===== config.mk =====
export PLATFORM = sky130hd
export DESIGN_NAME = signed_number_to_seven_segment_top
export DESIGN_NICKNAME = d
export VERILOG_FILES = /design/src/hdl/sn7seg_pkg.sv /design/src/hdl/sn7seg_mag.sv /design/src/hdl/sn7seg_digits.sv /design/src/hdl/sn7seg_format.sv /design/src/hdl/signed_number_to_seven_segment_top.sv
export SDC_FILE = /design/constraint.sdc
export NUM_CORES = 1
export LEC_CHECK = 0
export BUFFER_PORTS_ARGS = -buffer_cell sky130_fd_sc_hd__buf_2
export CELL_PAD_IN_SITES_DETAIL_PLACEMENT = 1
export CELL_PAD_IN_SITES_GLOBAL_PLACEMENT = 1
export CORE_ASPECT_RATIO = 1.5
export CORE_UTILIZATION = 28
export DETAILED_ROUTE_END_ITERATION = 7
export PLACE_DENSITY_LB_ADDON = 0.2
export SYNTH_ARGS = -nofsm -noshare
export SYNTH_HDL_FRONTEND = slang
export SYNTH_SLANG_ARGS = --single-unit

===== constraint.sdc =====
create_clock -name clk -period 5.8 [get_ports clk]
set_input_delay 0.58 -clock clk [delete_from_list [all_inputs] [get_ports clk]]
set_output_delay 0.58 -clock clk [all_outputs]
set_load 0.1 [all_outputs]

===== src/hdl/sn7seg_pkg.sv =====
// ----------------------------------------------------------------------------
// sn7seg_pkg
// Shared types and constants for the signed number to seven-segment converter.
// ----------------------------------------------------------------------------
package sn7seg_pkg;

  localparam int unsigned NUM_POS = 4;

  // reciprocal multipliers, exact for the value ranges they see
  localparam logic [31:0] RECIP_1000 = 32'd33555;  // x < 59074
  localparam int unsigned SHIFT_1000 = 25;
  localparam logic [15:0] RECIP_100  = 16'd41;     // x < 1000
  localparam int unsigned SHIFT_100  = 12;
  localparam logic [15:0] RECIP_10   = 16'd205;    // x < 1029
  localparam int unsigned SHIFT_10   = 11;

  localparam logic [7:0] SEG_MINUS = 8'h40;
  localparam logic [7:0] SEG_BLANK = 8'h00;

  typedef logic [3:0] digit_t;
  typedef logic [7:0] seg_t;

  // item as it moves down the pipeline; later stages fill the later fields
  typedef struct packed {
    logic        neg;
    logic        oor;
    logic [15:0] mag;
    logic [5:0]  q1000;
    logic [9:0]  rem1000;
    logic [3:0]  q_thou;
    digit_t      dig0;
    digit_t      dig1;
    logic [6:0]  rem100;
    digit_t      q_tens;
  } pipe_t;

  function automatic seg_t font(input digit_t d);
    seg_t s;
    case (d)
      4'h0: s = 8'h3F;
      4'h1: s = 8'h06;
      4'h2: s = 8'h5B;
      4'h3: s = 8'h4F;
      4'h4: s = 8'h66;
      4'h5: s = 8'h6D;
      4'h6: s = 8'h7D;
      4'h7: s = 8'h07;
      4'h8: s = 8'h7F;
      4'h9: s = 8'h6F;
      4'hA: s = 8'h77;
      4'hB: s = 8'h7C;
      4'hC: s = 8'h39;
      4'hD: s = 8'h5E;
      4'hE: s = 8'h79;
      4'hF: s = 8'h71;
      default: s = SEG_BLANK;
    endcase
    return s;
  endfunction

endpackage


===== src/hdl/sn7seg_mag.sv =====
// ----------------------------------------------------------------------------
// sn7seg_mag
// First stage: sign, magnitude and range flag of the input value.
// ----------------------------------------------------------------------------
module sn7seg_mag (
  input  logic                clk,
  input  logic                rst,
  input  logic                in_valid,
  output logic                in_ready,
  input  logic signed [15:0]  value,
  output logic                out_valid,
  input  logic                out_ready,
  output sn7seg_pkg::pipe_t   out_data
);
  import sn7seg_pkg::*;

  pipe_t data_next;
  logic [15:0] mag_w;

  assign in_ready = !out_valid || out_ready;

  always_comb begin
    data_next     = '0;
    data_next.neg = value[15];
    // most negative value keeps magnitude 0x8000 as unsigned
    mag_w         = value[15] ? (16'd0 - value) : value;
    data_next.mag = mag_w;
    data_next.oor = value[15] ? (mag_w > 16'd999) : (mag_w > 16'd9999);
  end

  always_ff @(posedge clk) begin
    if (rst) begin
      out_valid <= 1'b0;
    end else if (in_ready) begin
      out_valid <= in_valid;
    end
  end

  always_ff @(posedge clk) begin
    if (in_ready && in_valid) begin
      out_data <= data_next;
    end
  end

endmodule


===== src/hdl/sn7seg_digits.sv =====
// ----------------------------------------------------------------------------
// sn7seg_digits
// Five stages that split the magnitude into the thousands, hundreds and tens
// digits by reciprocal multiplication, one or two small multiplies per stage.
// ----------------------------------------------------------------------------
module sn7seg_digits (
  input  logic               clk,
  input  logic               rst,
  input  logic               in_valid,
  output logic               in_ready,
  input  sn7seg_pkg::pipe_t  in_data,
  output logic               out_valid,
  input  logic               out_ready,
  output sn7seg_pkg::pipe_t  out_data
);
  import sn7seg_pkg::*;

  localparam int unsigned NSTG = 5;

  logic  [NSTG-1:0] valid;
  logic  [NSTG-1:0] adv;
  logic  [NSTG-1:0] src_valid;
  pipe_t            data [NSTG];
  pipe_t            src  [NSTG];
  pipe_t            data_next [NSTG];

  logic [31:0] prod_q1000;
  logic [15:0] prod_rem;
  logic [15:0] prod_thou;
  logic [15:0] prod_hund;
  logic [15:0] prod_rem100;
  logic [15:0] prod_tens;

  assign src[0]       = in_data;
  assign src_valid[0] = in_valid;

  for (genvar k = 1; k < NSTG; k++) begin : g_link
    assign src[k]       = data[k-1];
    assign src_valid[k] = valid[k-1];
  end

  for (genvar k = 0; k < NSTG; k++) begin : g_adv
    if (k == NSTG - 1) begin : g_last
      assign adv[k] = !valid[k] || out_ready;
    end else begin : g_mid
      assign adv[k] = !valid[k] || adv[k+1];
    end
  end

  always_comb begin
    for (int k = 0; k < NSTG; k++) begin
      data_next[k] = src[k];
    end
    // thousands quotient
    prod_q1000         = {16'd0, src[0].mag} * RECIP_1000;
    data_next[0].q1000 = 6'(prod_q1000 >> SHIFT_1000);
    // remainder below 1000 and quotient of thousands by ten
    prod_rem             = 16'(src[1].q1000) * 16'd1000;
    data_next[1].rem1000 = 10'(src[1].mag - prod_rem);
    prod_thou            = 16'(src[1].q1000) * RECIP_10;
    data_next[1].q_thou  = 4'(prod_thou >> SHIFT_10);
    // thousands digit (mod 10) and hundreds digit
    data_next[2].dig0 = 4'(src[2].q1000 - 6'(src[2].q_thou * 4'd10));
    prod_hund         = 16'(src[2].rem1000) * RECIP_100;
    data_next[2].dig1 = 4'(prod_hund >> SHIFT_100);
    // remainder below 100
    prod_rem100         = 16'(src[3].dig1) * 16'd100;
    data_next[3].rem100 = 7'(16'(src[3].rem1000) - prod_rem100);
    // tens digit
    prod_tens           = 16'(src[4].rem100) * RECIP_10;
    data_next[4].q_tens = 4'(prod_tens >> SHIFT_10);
  end

  for (genvar k = 0; k < NSTG; k++) begin : g_stage
    always_ff @(posedge clk) begin
      if (rst) begin
        valid[k] <= 1'b0;
      end else if (adv[k]) begin
        valid[k] <= src_valid[k];
      end
    end

    always_ff @(posedge clk) begin
      if (adv[k] && src_valid[k]) begin
        data[k] <= data_next[k];
      end
    end
  end

  assign in_ready  = adv[0];
  assign out_valid = valid[NSTG-1];
  assign out_data  = data[NSTG-1];

endmodule


===== src/hdl/sn7seg_format.sv =====
// ----------------------------------------------------------------------------
// sn7seg_format
// Output stage: units digit, leading-zero blanking, minus sign and font.
// ----------------------------------------------------------------------------
module sn7seg_format (
  input  logic               clk,
  input  logic               rst,
  input  logic               in_valid,
  output logic               in_ready,
  input  sn7seg_pkg::pipe_t  in_data,
  output logic               out_valid,
  input  logic               out_ready,
  output logic [7:0]         seg_pos0,
  output logic [7:0]         seg_pos1,
  output logic [7:0]         seg_pos2,
  output logic [7:0]         seg_pos3,
  output logic               out_of_range
);
  import sn7seg_pkg::*;

  digit_t dig  [NUM_POS];
  seg_t   seg  [NUM_POS];
  logic [1:0] msd;

  assign in_ready = !out_valid || out_ready;

  always_comb begin
    dig[0] = in_data.dig0;
    dig[1] = in_data.dig1;
    dig[2] = in_data.q_tens;
    dig[3] = 4'(in_data.rem100 - 7'(in_data.q_tens * 4'd10));
    // first nonzero digit, units always shown
    if (dig[0] != 4'd0) begin
      msd = 2'd0;
    end else if (dig[1] != 4'd0) begin
      msd = 2'd1;
    end else if (dig[2] != 4'd0) begin
      msd = 2'd2;
    end else begin
      msd = 2'd3;
    end
    for (int i = 0; i < NUM_POS; i++) begin
      seg[i] = (2'(i) >= msd) ? font(dig[i]) : SEG_BLANK;
    end
    if (in_data.neg && msd != 2'd0) begin
      seg[msd - 2'd1] = SEG_MINUS;
    end
  end

  always_ff @(posedge clk) begin
    if (rst) begin
      out_valid <= 1'b0;
    end else if (in_ready) begin
      out_valid <= in_valid;
    end
  end

  always_ff @(posedge clk) begin
    if (in_ready && in_valid) begin
      seg_pos0     <= seg[0];
      seg_pos1     <= seg[1];
      seg_pos2     <= seg[2];
      seg_pos3     <= seg[3];
      out_of_range <= in_data.oor;
    end
  end

endmodule


===== src/hdl/signed_number_to_seven_segment_top.sv =====
// ----------------------------------------------------------------------------
// signed_number_to_seven_segment_top
// Signed 16-bit value to four seven-segment bytes with sign and range flag.
// ----------------------------------------------------------------------------
// One value per cycle goes in while the pipeline is not stalled. Each result
// passes through one stage for sign and magnitude, five stages of reciprocal
// multiplies that peel off the decimal digits, and one output stage that
// blanks leading zeros, places the minus and looks up the font. Every stage
// has its own valid bit and moves whenever the stage after it has room, so a
// stalled output only holds the items behind it and bubbles are squeezed out.
module signed_number_to_seven_segment_top (
  input  logic               clk,
  input  logic               rst,
  input  logic               in_valid,
  output logic               in_ready,
  input  logic signed [15:0] value,
  output logic               out_valid,
  input  logic               out_ready,
  output logic [7:0]         seg_pos0,
  output logic [7:0]         seg_pos1,
  output logic [7:0]         seg_pos2,
  output logic [7:0]         seg_pos3,
  output logic               out_of_range
);
  import sn7seg_pkg::*;

  logic  mag_valid;
  logic  mag_ready;
  pipe_t mag_data;
  logic  dig_valid;
  logic  dig_ready;
  pipe_t dig_data;

  sn7seg_mag u_mag (
    .clk       (clk),
    .rst       (rst),
    .in_valid  (in_valid),
    .in_ready  (in_ready),
    .value     (value),
    .out_valid (mag_valid),
    .out_ready (mag_ready),
    .out_data  (mag_data)
  );

  sn7seg_digits u_digits (
    .clk       (clk),
    .rst       (rst),
    .in_valid  (mag_valid),
    .in_ready  (mag_ready),
    .in_data   (mag_data),
    .out_valid (dig_valid),
    .out_ready (dig_ready),
    .out_data  (dig_data)
  );

  sn7seg_format u_format (
    .clk          (clk),
    .rst          (rst),
    .in_valid     (dig_valid),
    .in_ready     (dig_ready),
    .in_data      (dig_data),
    .out_valid    (out_valid),
    .out_ready    (out_ready),
    .seg_pos0     (seg_pos0),
    .seg_pos1     (seg_pos1),
    .seg_pos2     (seg_pos2),
    .seg_pos3     (seg_pos3),
    .out_of_range (out_of_range)
  );

endmodule


==> results.tsv, run 1 <==
metric	value	unit
dieArea	43700	µm²
hold_class	in -> reg	
viasPerCell	4.53	
cts-resized-gates	0	
drive_gt1_share	9.89	%
finalCritPeriodShare	92.8	%
dpl_cell_area	12900	µm²
cts_sinks	143	
synth-edff-count	136	
dp.cells	1654	
p_total	5.29	mW
core	42100	µm²
initial_core_util	28.5	%
cp-end-kind	flip-flop	
rows	92	
post_cts_buffers	0	
finalMaxSlewViolations	0	
p_leak	6.26	nW
hold_slack	0.389	ns
worst_ep_arrival_time	5.55	ns
grt_max_degree	30	
crit_path_start_kind	flip-flop	
nNetsFinal	1451	
synthCells	1048	
yosys.cell_count.top_type	ha_1	
drt_pass1_iterations	4	
syn_area_per_cell	11.4	µm²
synthFlopType	edfxtp_1	
die_h	255	µm
critPathTopFamily	adder cells	
synthDistinctLibCells	73	
fin_setup_tns	0	ns
grt_antenna_before_repair	0	
critical_path.max_fanout	8	
cpPeakStageDelay	0.54	ns
finalSetupViolations	0	
gr-total-overflow	0	
syn_to_final_growth	12.7	%
pin_count	55	
synth_seq_area_share	35.2	%
finalWorstSetupSlack	0.417	ns
yosys_warnings	0	
htreeDepth	4	
power_density	391	nW/µm²
crit_chain	ha_1, ha_1, fa_1, inv_1, fa_1, inv_1, fa_1, inv_1, fa_1, inv_1, ha_1, a21o_1, a221o_1, a311oi_1, a21oi_1, buf_4, a221oi_1, xnor2_1	
rsz0062_at_grt	no	
cts-buffers-inserted	17	
port_buffers	50	
fp.dieW	171	µm
ir_worst_vdd	0.216	mV
cts_hold_buf	0	
clock_latency	0.43	ns
synth.top_cells.by_count	257 x ha_1, 210 x inv_1, 136 x edfxtp_1	
grt_pass1_wl	41900	µm
yosys.area.top_type_share	34.1	%
worstPathRequired	5.97	ns
final_util	32.1	%
min_period	5.38	ns
path_class	reg -> reg	
synthTopCellsByArea	edfxtp_1 34%, ha_1 27%, fa_1 11%	
clkSlewWorstSetupHoldPaths	0.07	ns
place_congestion	0.767	
slew_headroom	28.6	%
wirelength	25000	µm
vias	7643	
syn_area	12000	µm²
crit_buf_inv	5	
slowest_stage	fa_1	
grt_usage	12.4	%
fin_skew	0.0122	ns
synth_seq_cells	143	
ctsLongestPathBuffers	2	
drt_iter0_markers	201	
fin_cells	1686	
cts_tree	built	
tightest_slew	1.06	ns
dp_hpwl	21300	µm
grt_pass1_vias	8547	
cts-root-buf	clkbuf_16	
fin_area	13500	µm²
antenna_left	0	
max_freq	0.186	GHz
synth.largest_area_cell	edfxtp_1	
wire_per_inst	14.8	µm
status	complete, no violations	
drc	0	
antenna_cells	0	
drv_cap	0	
hold_viol_final	0	
dp_worst_setup_slack	0.378	ns
async_flop_share	0	%
[per-layer routing]
layer	track usage [%]	vias up	wire length, µm
met5	0	-	0
met3	1.67	22	445
met4	3.79	0	490
met1	11.0	3795	8580
li1	-	3747	-
met2	27.1	79	15500
[report_power, final]
group          internal (mW)  switching, mW  total (mW)
Clock                  0.640          0.453        1.09
Combinational           1.28           1.55        2.83
Sequential              1.29         0.0784        1.36
Total                   3.20           2.08        5.29
[final timing paths]
check	startpoint	endpoint	slack (ns)	depth (start not counted)
min reg2reg	u_digits.data[0][130]	u_digits.data[0][187]	0.42	0
min	value[0]	u_mag.out_data[39]	0.39	1
max	u_mag.out_data[46]	u_digits.data[0][37]	0.42	18
max reg2reg	u_mag.out_data[46]	u_digits.data[0][37]	0.42	18
[cells in the final DEF, fill, tap and decap left out, drive strengths merged, types with 7 or more instances in the layout]
master	Yosys	layout
xor2	12	12
fa	65	65
nand2b	8	8
a31oi	12	12
nor2b	10	10
a211oi	7	7
nor2	35	35
inv	210	214
nand3	7	7
a21oi	41	41
ha	257	257
dfxtp	7	7
a21o	11	11
nor3	11	11
o21ai	31	31
xnor2	42	42
nand2	24	24
buf	11	64
edfxtp	136	136
clkbuf	14	18
[logic make-up (layout without fill, tap and decap cells)]
family          after synthesis  in the layout  synth area share (%)
other cells                   1              4                0.0313
xor+xnor                     54             54                  3.94
compound gates              156            156                  8.64
mux                           9              9                 0.981
flops                       143            143                  35.2
simple gates                128            128                  5.62
fa+ha+maj                   322            322                  37.7
buf+inv                     235            306                  7.89
[flip-flops by register name, summed over array words and instances (netlist names), 4 cells and up]
name                cells
u_digits.data          89
u_digits.src_valid      4
u_format.seg_pos0       7
u_format.seg_pos1       7
u_format.seg_pos2       7
u_format.seg_pos3       7
u_mag.out_data         18
[cell type report]
cell class / count / area (µm²)
clock buffers: 18 / 429
clock inverters: 14 / 159
fillers: 4726 / 28600
inverters: 210 / 788
multi-input cells: 673 / 6850
flip-flops and latches: 143 / 4220
well taps: 564 / 706
repair buffers: 64 / 355
[worst register-to-register path, delay by kind of cell, from the launching register on]
family | cells | cell delay [ns]
xor gates and xnor gates | 1 | 0.10
AOI/OAI and AO/OA | 5 | 1.18
adders and majority gates | 7 | 2.93
DFF | 1 | 0.52
buffers and inverters | 5 | 0.38
No activity file was read; power rests on OpenSTA's default activity.
==> inputs of run 2 (changes only) <==
--- a/config.mk
+++ b/config.mk
@@ -7,8 +7,10 @@
 export LEC_CHECK = 0
 export BUFFER_PORTS_ARGS = -buffer_cell sky130_fd_sc_hd__buf_2
+export CAP_MARGIN = 20
 export CELL_PAD_IN_SITES_DETAIL_PLACEMENT = 1
 export CELL_PAD_IN_SITES_GLOBAL_PLACEMENT = 1
 export CORE_ASPECT_RATIO = 1.5
 export CORE_UTILIZATION = 28
+export CTS_BUF_LIST = sky130_fd_sc_hd__clkbuf_2 sky130_fd_sc_hd__clkbuf_4 sky130_fd_sc_hd__clkbuf_8
 export DETAILED_ROUTE_END_ITERATION = 7
 export PLACE_DENSITY_LB_ADDON = 0.2
==> constraint.sdc (replaced) <==
create_clock -name clk -period 5.8 [get_ports clk]
set_input_delay 0.29 -clock clk [delete_from_list [all_inputs] [get_ports clk]]
set_output_delay 0.29 -clock clk [all_outputs]
set_load 0.1 [all_outputs]
==> run 2 against run 1 <==
Sequential cell count unchanged; fmax decreased by 0.34%; sequential power about the same; clock skew increased by 0.0022 ns; core utilization decreased by 0.41 points; total power decreased by 5.4%; largest cell class unchanged; highest routed layer unchanged; count of clock-buffer cells in the layout unchanged; global-route usage about the same; via count about the same; die area unchanged; register-to-register slack got worse by 0.02 ns.
==> results.tsv, run 2 (synthesis gave the netlist of run 1 again) <==
metric	value	unit	change
status	complete, no violations		
max_freq	0.185	GHz	-0.34%
worstPathRequired	6.01	ns	+0.04 ns
dieArea	43700	µm²	unchanged
p_leak	6.19	nW	-1.2%
cts_tree	built		
vias	7646		+0.039%
power_frac_clock	16.2	%	-4.5 points
p_int	2.96	mW	-7.7%
clock_latency	0.47	ns	+0.04 ns
drc	0		unchanged
drive_gt1_share	10.1	%	+0.17 points
crit_chain	ha_1, ha_1, fa_1, inv_1, fa_1, inv_1, fa_1, inv_1, fa_1, inv_1, ha_1, a21o_1, a221o_1, a311oi_1, a21oi_1, buf_4, a221oi_1, xnor2_1		
fin_skew	0.0144	ns	+0.00221 ns
htreeDepth	4		unchanged
finalCritPeriodShare	93.1	%	+0.31 points
regMostFlops	u_digits.data		
core	42100	µm²	unchanged
comb_power_share	56.5	%	+3.0 points
fp.dieW	171	µm	unchanged
final_cell_mix	257 x ha_1, 210 x inv_1, 136 x edfxtp_1, 65 x fa_1, 50 x buf_2		
grt_max_degree	30		unchanged
antenna_cells	0		unchanged
drt_pass1_iterations	4		unchanged
grt_usage	12.5	%	+0.033 points
post_cts_buffers	0		unchanged
worst_ep_arrival_time	5.62	ns	+0.07 ns
fin_setup_tns	0	ns	unchanged
switchingPower	2.05	mW	-1.8%
finalSetupViolations	0		unchanged
cts-root-buf	clkbuf_8		
finalMaxSlewViolations	0		unchanged
layout_commonest_cell	ha_1		
cts_hold_buf	0		unchanged
path_class	reg -> reg		
finalWorstSetupSlack	0.398	ns	-0.0182 ns
slew_headroom	36.9	%	+8.3 points
cts_sinks	143		unchanged
power_density	375	nW/µm²	-4.2%
tightest_slew	0.942	ns	-0.123 ns
cpPeakStageDelay	0.54	ns	about the same
drv_cap	0		unchanged
hold_slack	0.0566	ns	-0.332 ns
dp_hpwl	21300	µm	unchanged
die_h	255	µm	unchanged
sw_frac_of_total	40.9	%	+1.5 points
place_congestion	0.767		unchanged
pin_count	55		unchanged
drt_iter0_markers	183		-9.0%
largest_reg_flops	89		unchanged
wirelength	25000	µm	about the same
cts-resized-gates	0		unchanged
syn_to_final_growth	11.2	%	
cp-end-kind	flip-flop		
initial_core_util	28.5	%	unchanged
rows	92		unchanged
wire_per_inst	14.8	µm	about the same
hold_class	in -> reg		
grt_pass1_vias	8578		+0.36%
gr-total-overflow	0		unchanged
antenna_left	0		unchanged
nNetsFinal	1452		+0.069%
dp_worst_setup_slack	0.378	ns	unchanged
critical_path.max_fanout	8		unchanged
rsz0062_at_grt	no		
crit_path_start_kind	flip-flop		
clkSlewWorstSetupHoldPaths	0.09	ns	+0.02 ns
grt_pass1_wl	41900	µm	about the same
sequentialPowerShare	27.2	%	+1.4 points
min_period	5.40	ns	+0.0182 ns
ir_worst_vdd	0.143	mV	-34%
slowest_stage	fa_1		
grt_antenna_before_repair	0		unchanged
port_buffers	50		unchanged
final_util	31.7	%	-0.41 points
cts-buffers-inserted	17		unchanged
top_regs	u_digits.data (89), u_mag.out_data (18)		
viasPerCell	4.53		about the same
ctsLongestPathBuffers	2		unchanged
hold_viol_final	0		unchanged
run 2: changes by cell type in the layout (fill, tap and decap cells not counted):
| cell | change |
|---|---|
| clkbuf_8 | +17 |
| clkbuf_1 | -1 |
| clkbuf_16 | -17 |
| clkbuf_4 | +1 |
| buf_8 | +1 |
run 2: path summary, 6_finish.rpt:
check | from | cells past startpoint | slack, ns | end
hold / removal | value[0] | 1 | 0.06 | u_mag.out_data[39]
hold reg to reg | u_digits.data[0][130] | 0 | 0.42 | u_digits.data[0][187]
setup reg to reg | u_mag.out_data[46] | 18 | 0.40 | u_digits.data[0][37]
setup / recovery | u_mag.out_data[46] | 18 | 0.40 | u_digits.data[0][37]
run 2: cell type report:
class | count | area [µm²]
fillers | 4735 | 28800
multi-input cells | 673 | 6850
repair buffers | 65 | 370
clock buffers | 18 | 241
inverters | 210 | 788
clock inverters | 14 | 159
well taps | 564 | 706
flip-flops and latches | 143 | 4220
run 2: per-stage QoR:
| step | power, mW | cells | instance area, µm² |
|---|---|---|---|
| after CTS | 5.17 | 1686 | 13300 |
| after global routing | 5.62 | 1687 | 13300 |
| final | 5.00 | 1687 | 13300 |
| after global placement | 4.24 | 1654 | 12900 |
| after floorplan | 3.51 | 1051 | 12000 |
| after detailed placement | 4.31 | 1654 | 12900 |
run 2: worst max-delay path: cells and delay by family (launching register included):
| family | cells | cell delay [ns] |
|---|---|---|
| xor+xnor | 1 | 0.10 |
| fa+ha+maj | 7 | 2.93 |
| flops | 1 | 0.53 |
| compound gates | 5 | 1.19 |
| buf+inv | 5 | 0.39 |
run 2: power groups by stage:
stage,registers (mW),clock network [mW],logic (mW)
detailed placement,1.39,0,2.92
floorplan,1.36,0,2.14
CTS,1.37,0.847,2.96
finish,1.36,0.812,2.83
global placement,1.39,0,2.85
global route,1.38,0.879,3.36
run 2: layer usage:
layer  track usage, %  vias to the layer above  wire [µm]
met4             3.52                        0        431
met1             10.9                     3796       8580
met3             2.04                       24        465
li1                 -                     3751          -
met5                0                        -          0
met2             27.1                       75      15600
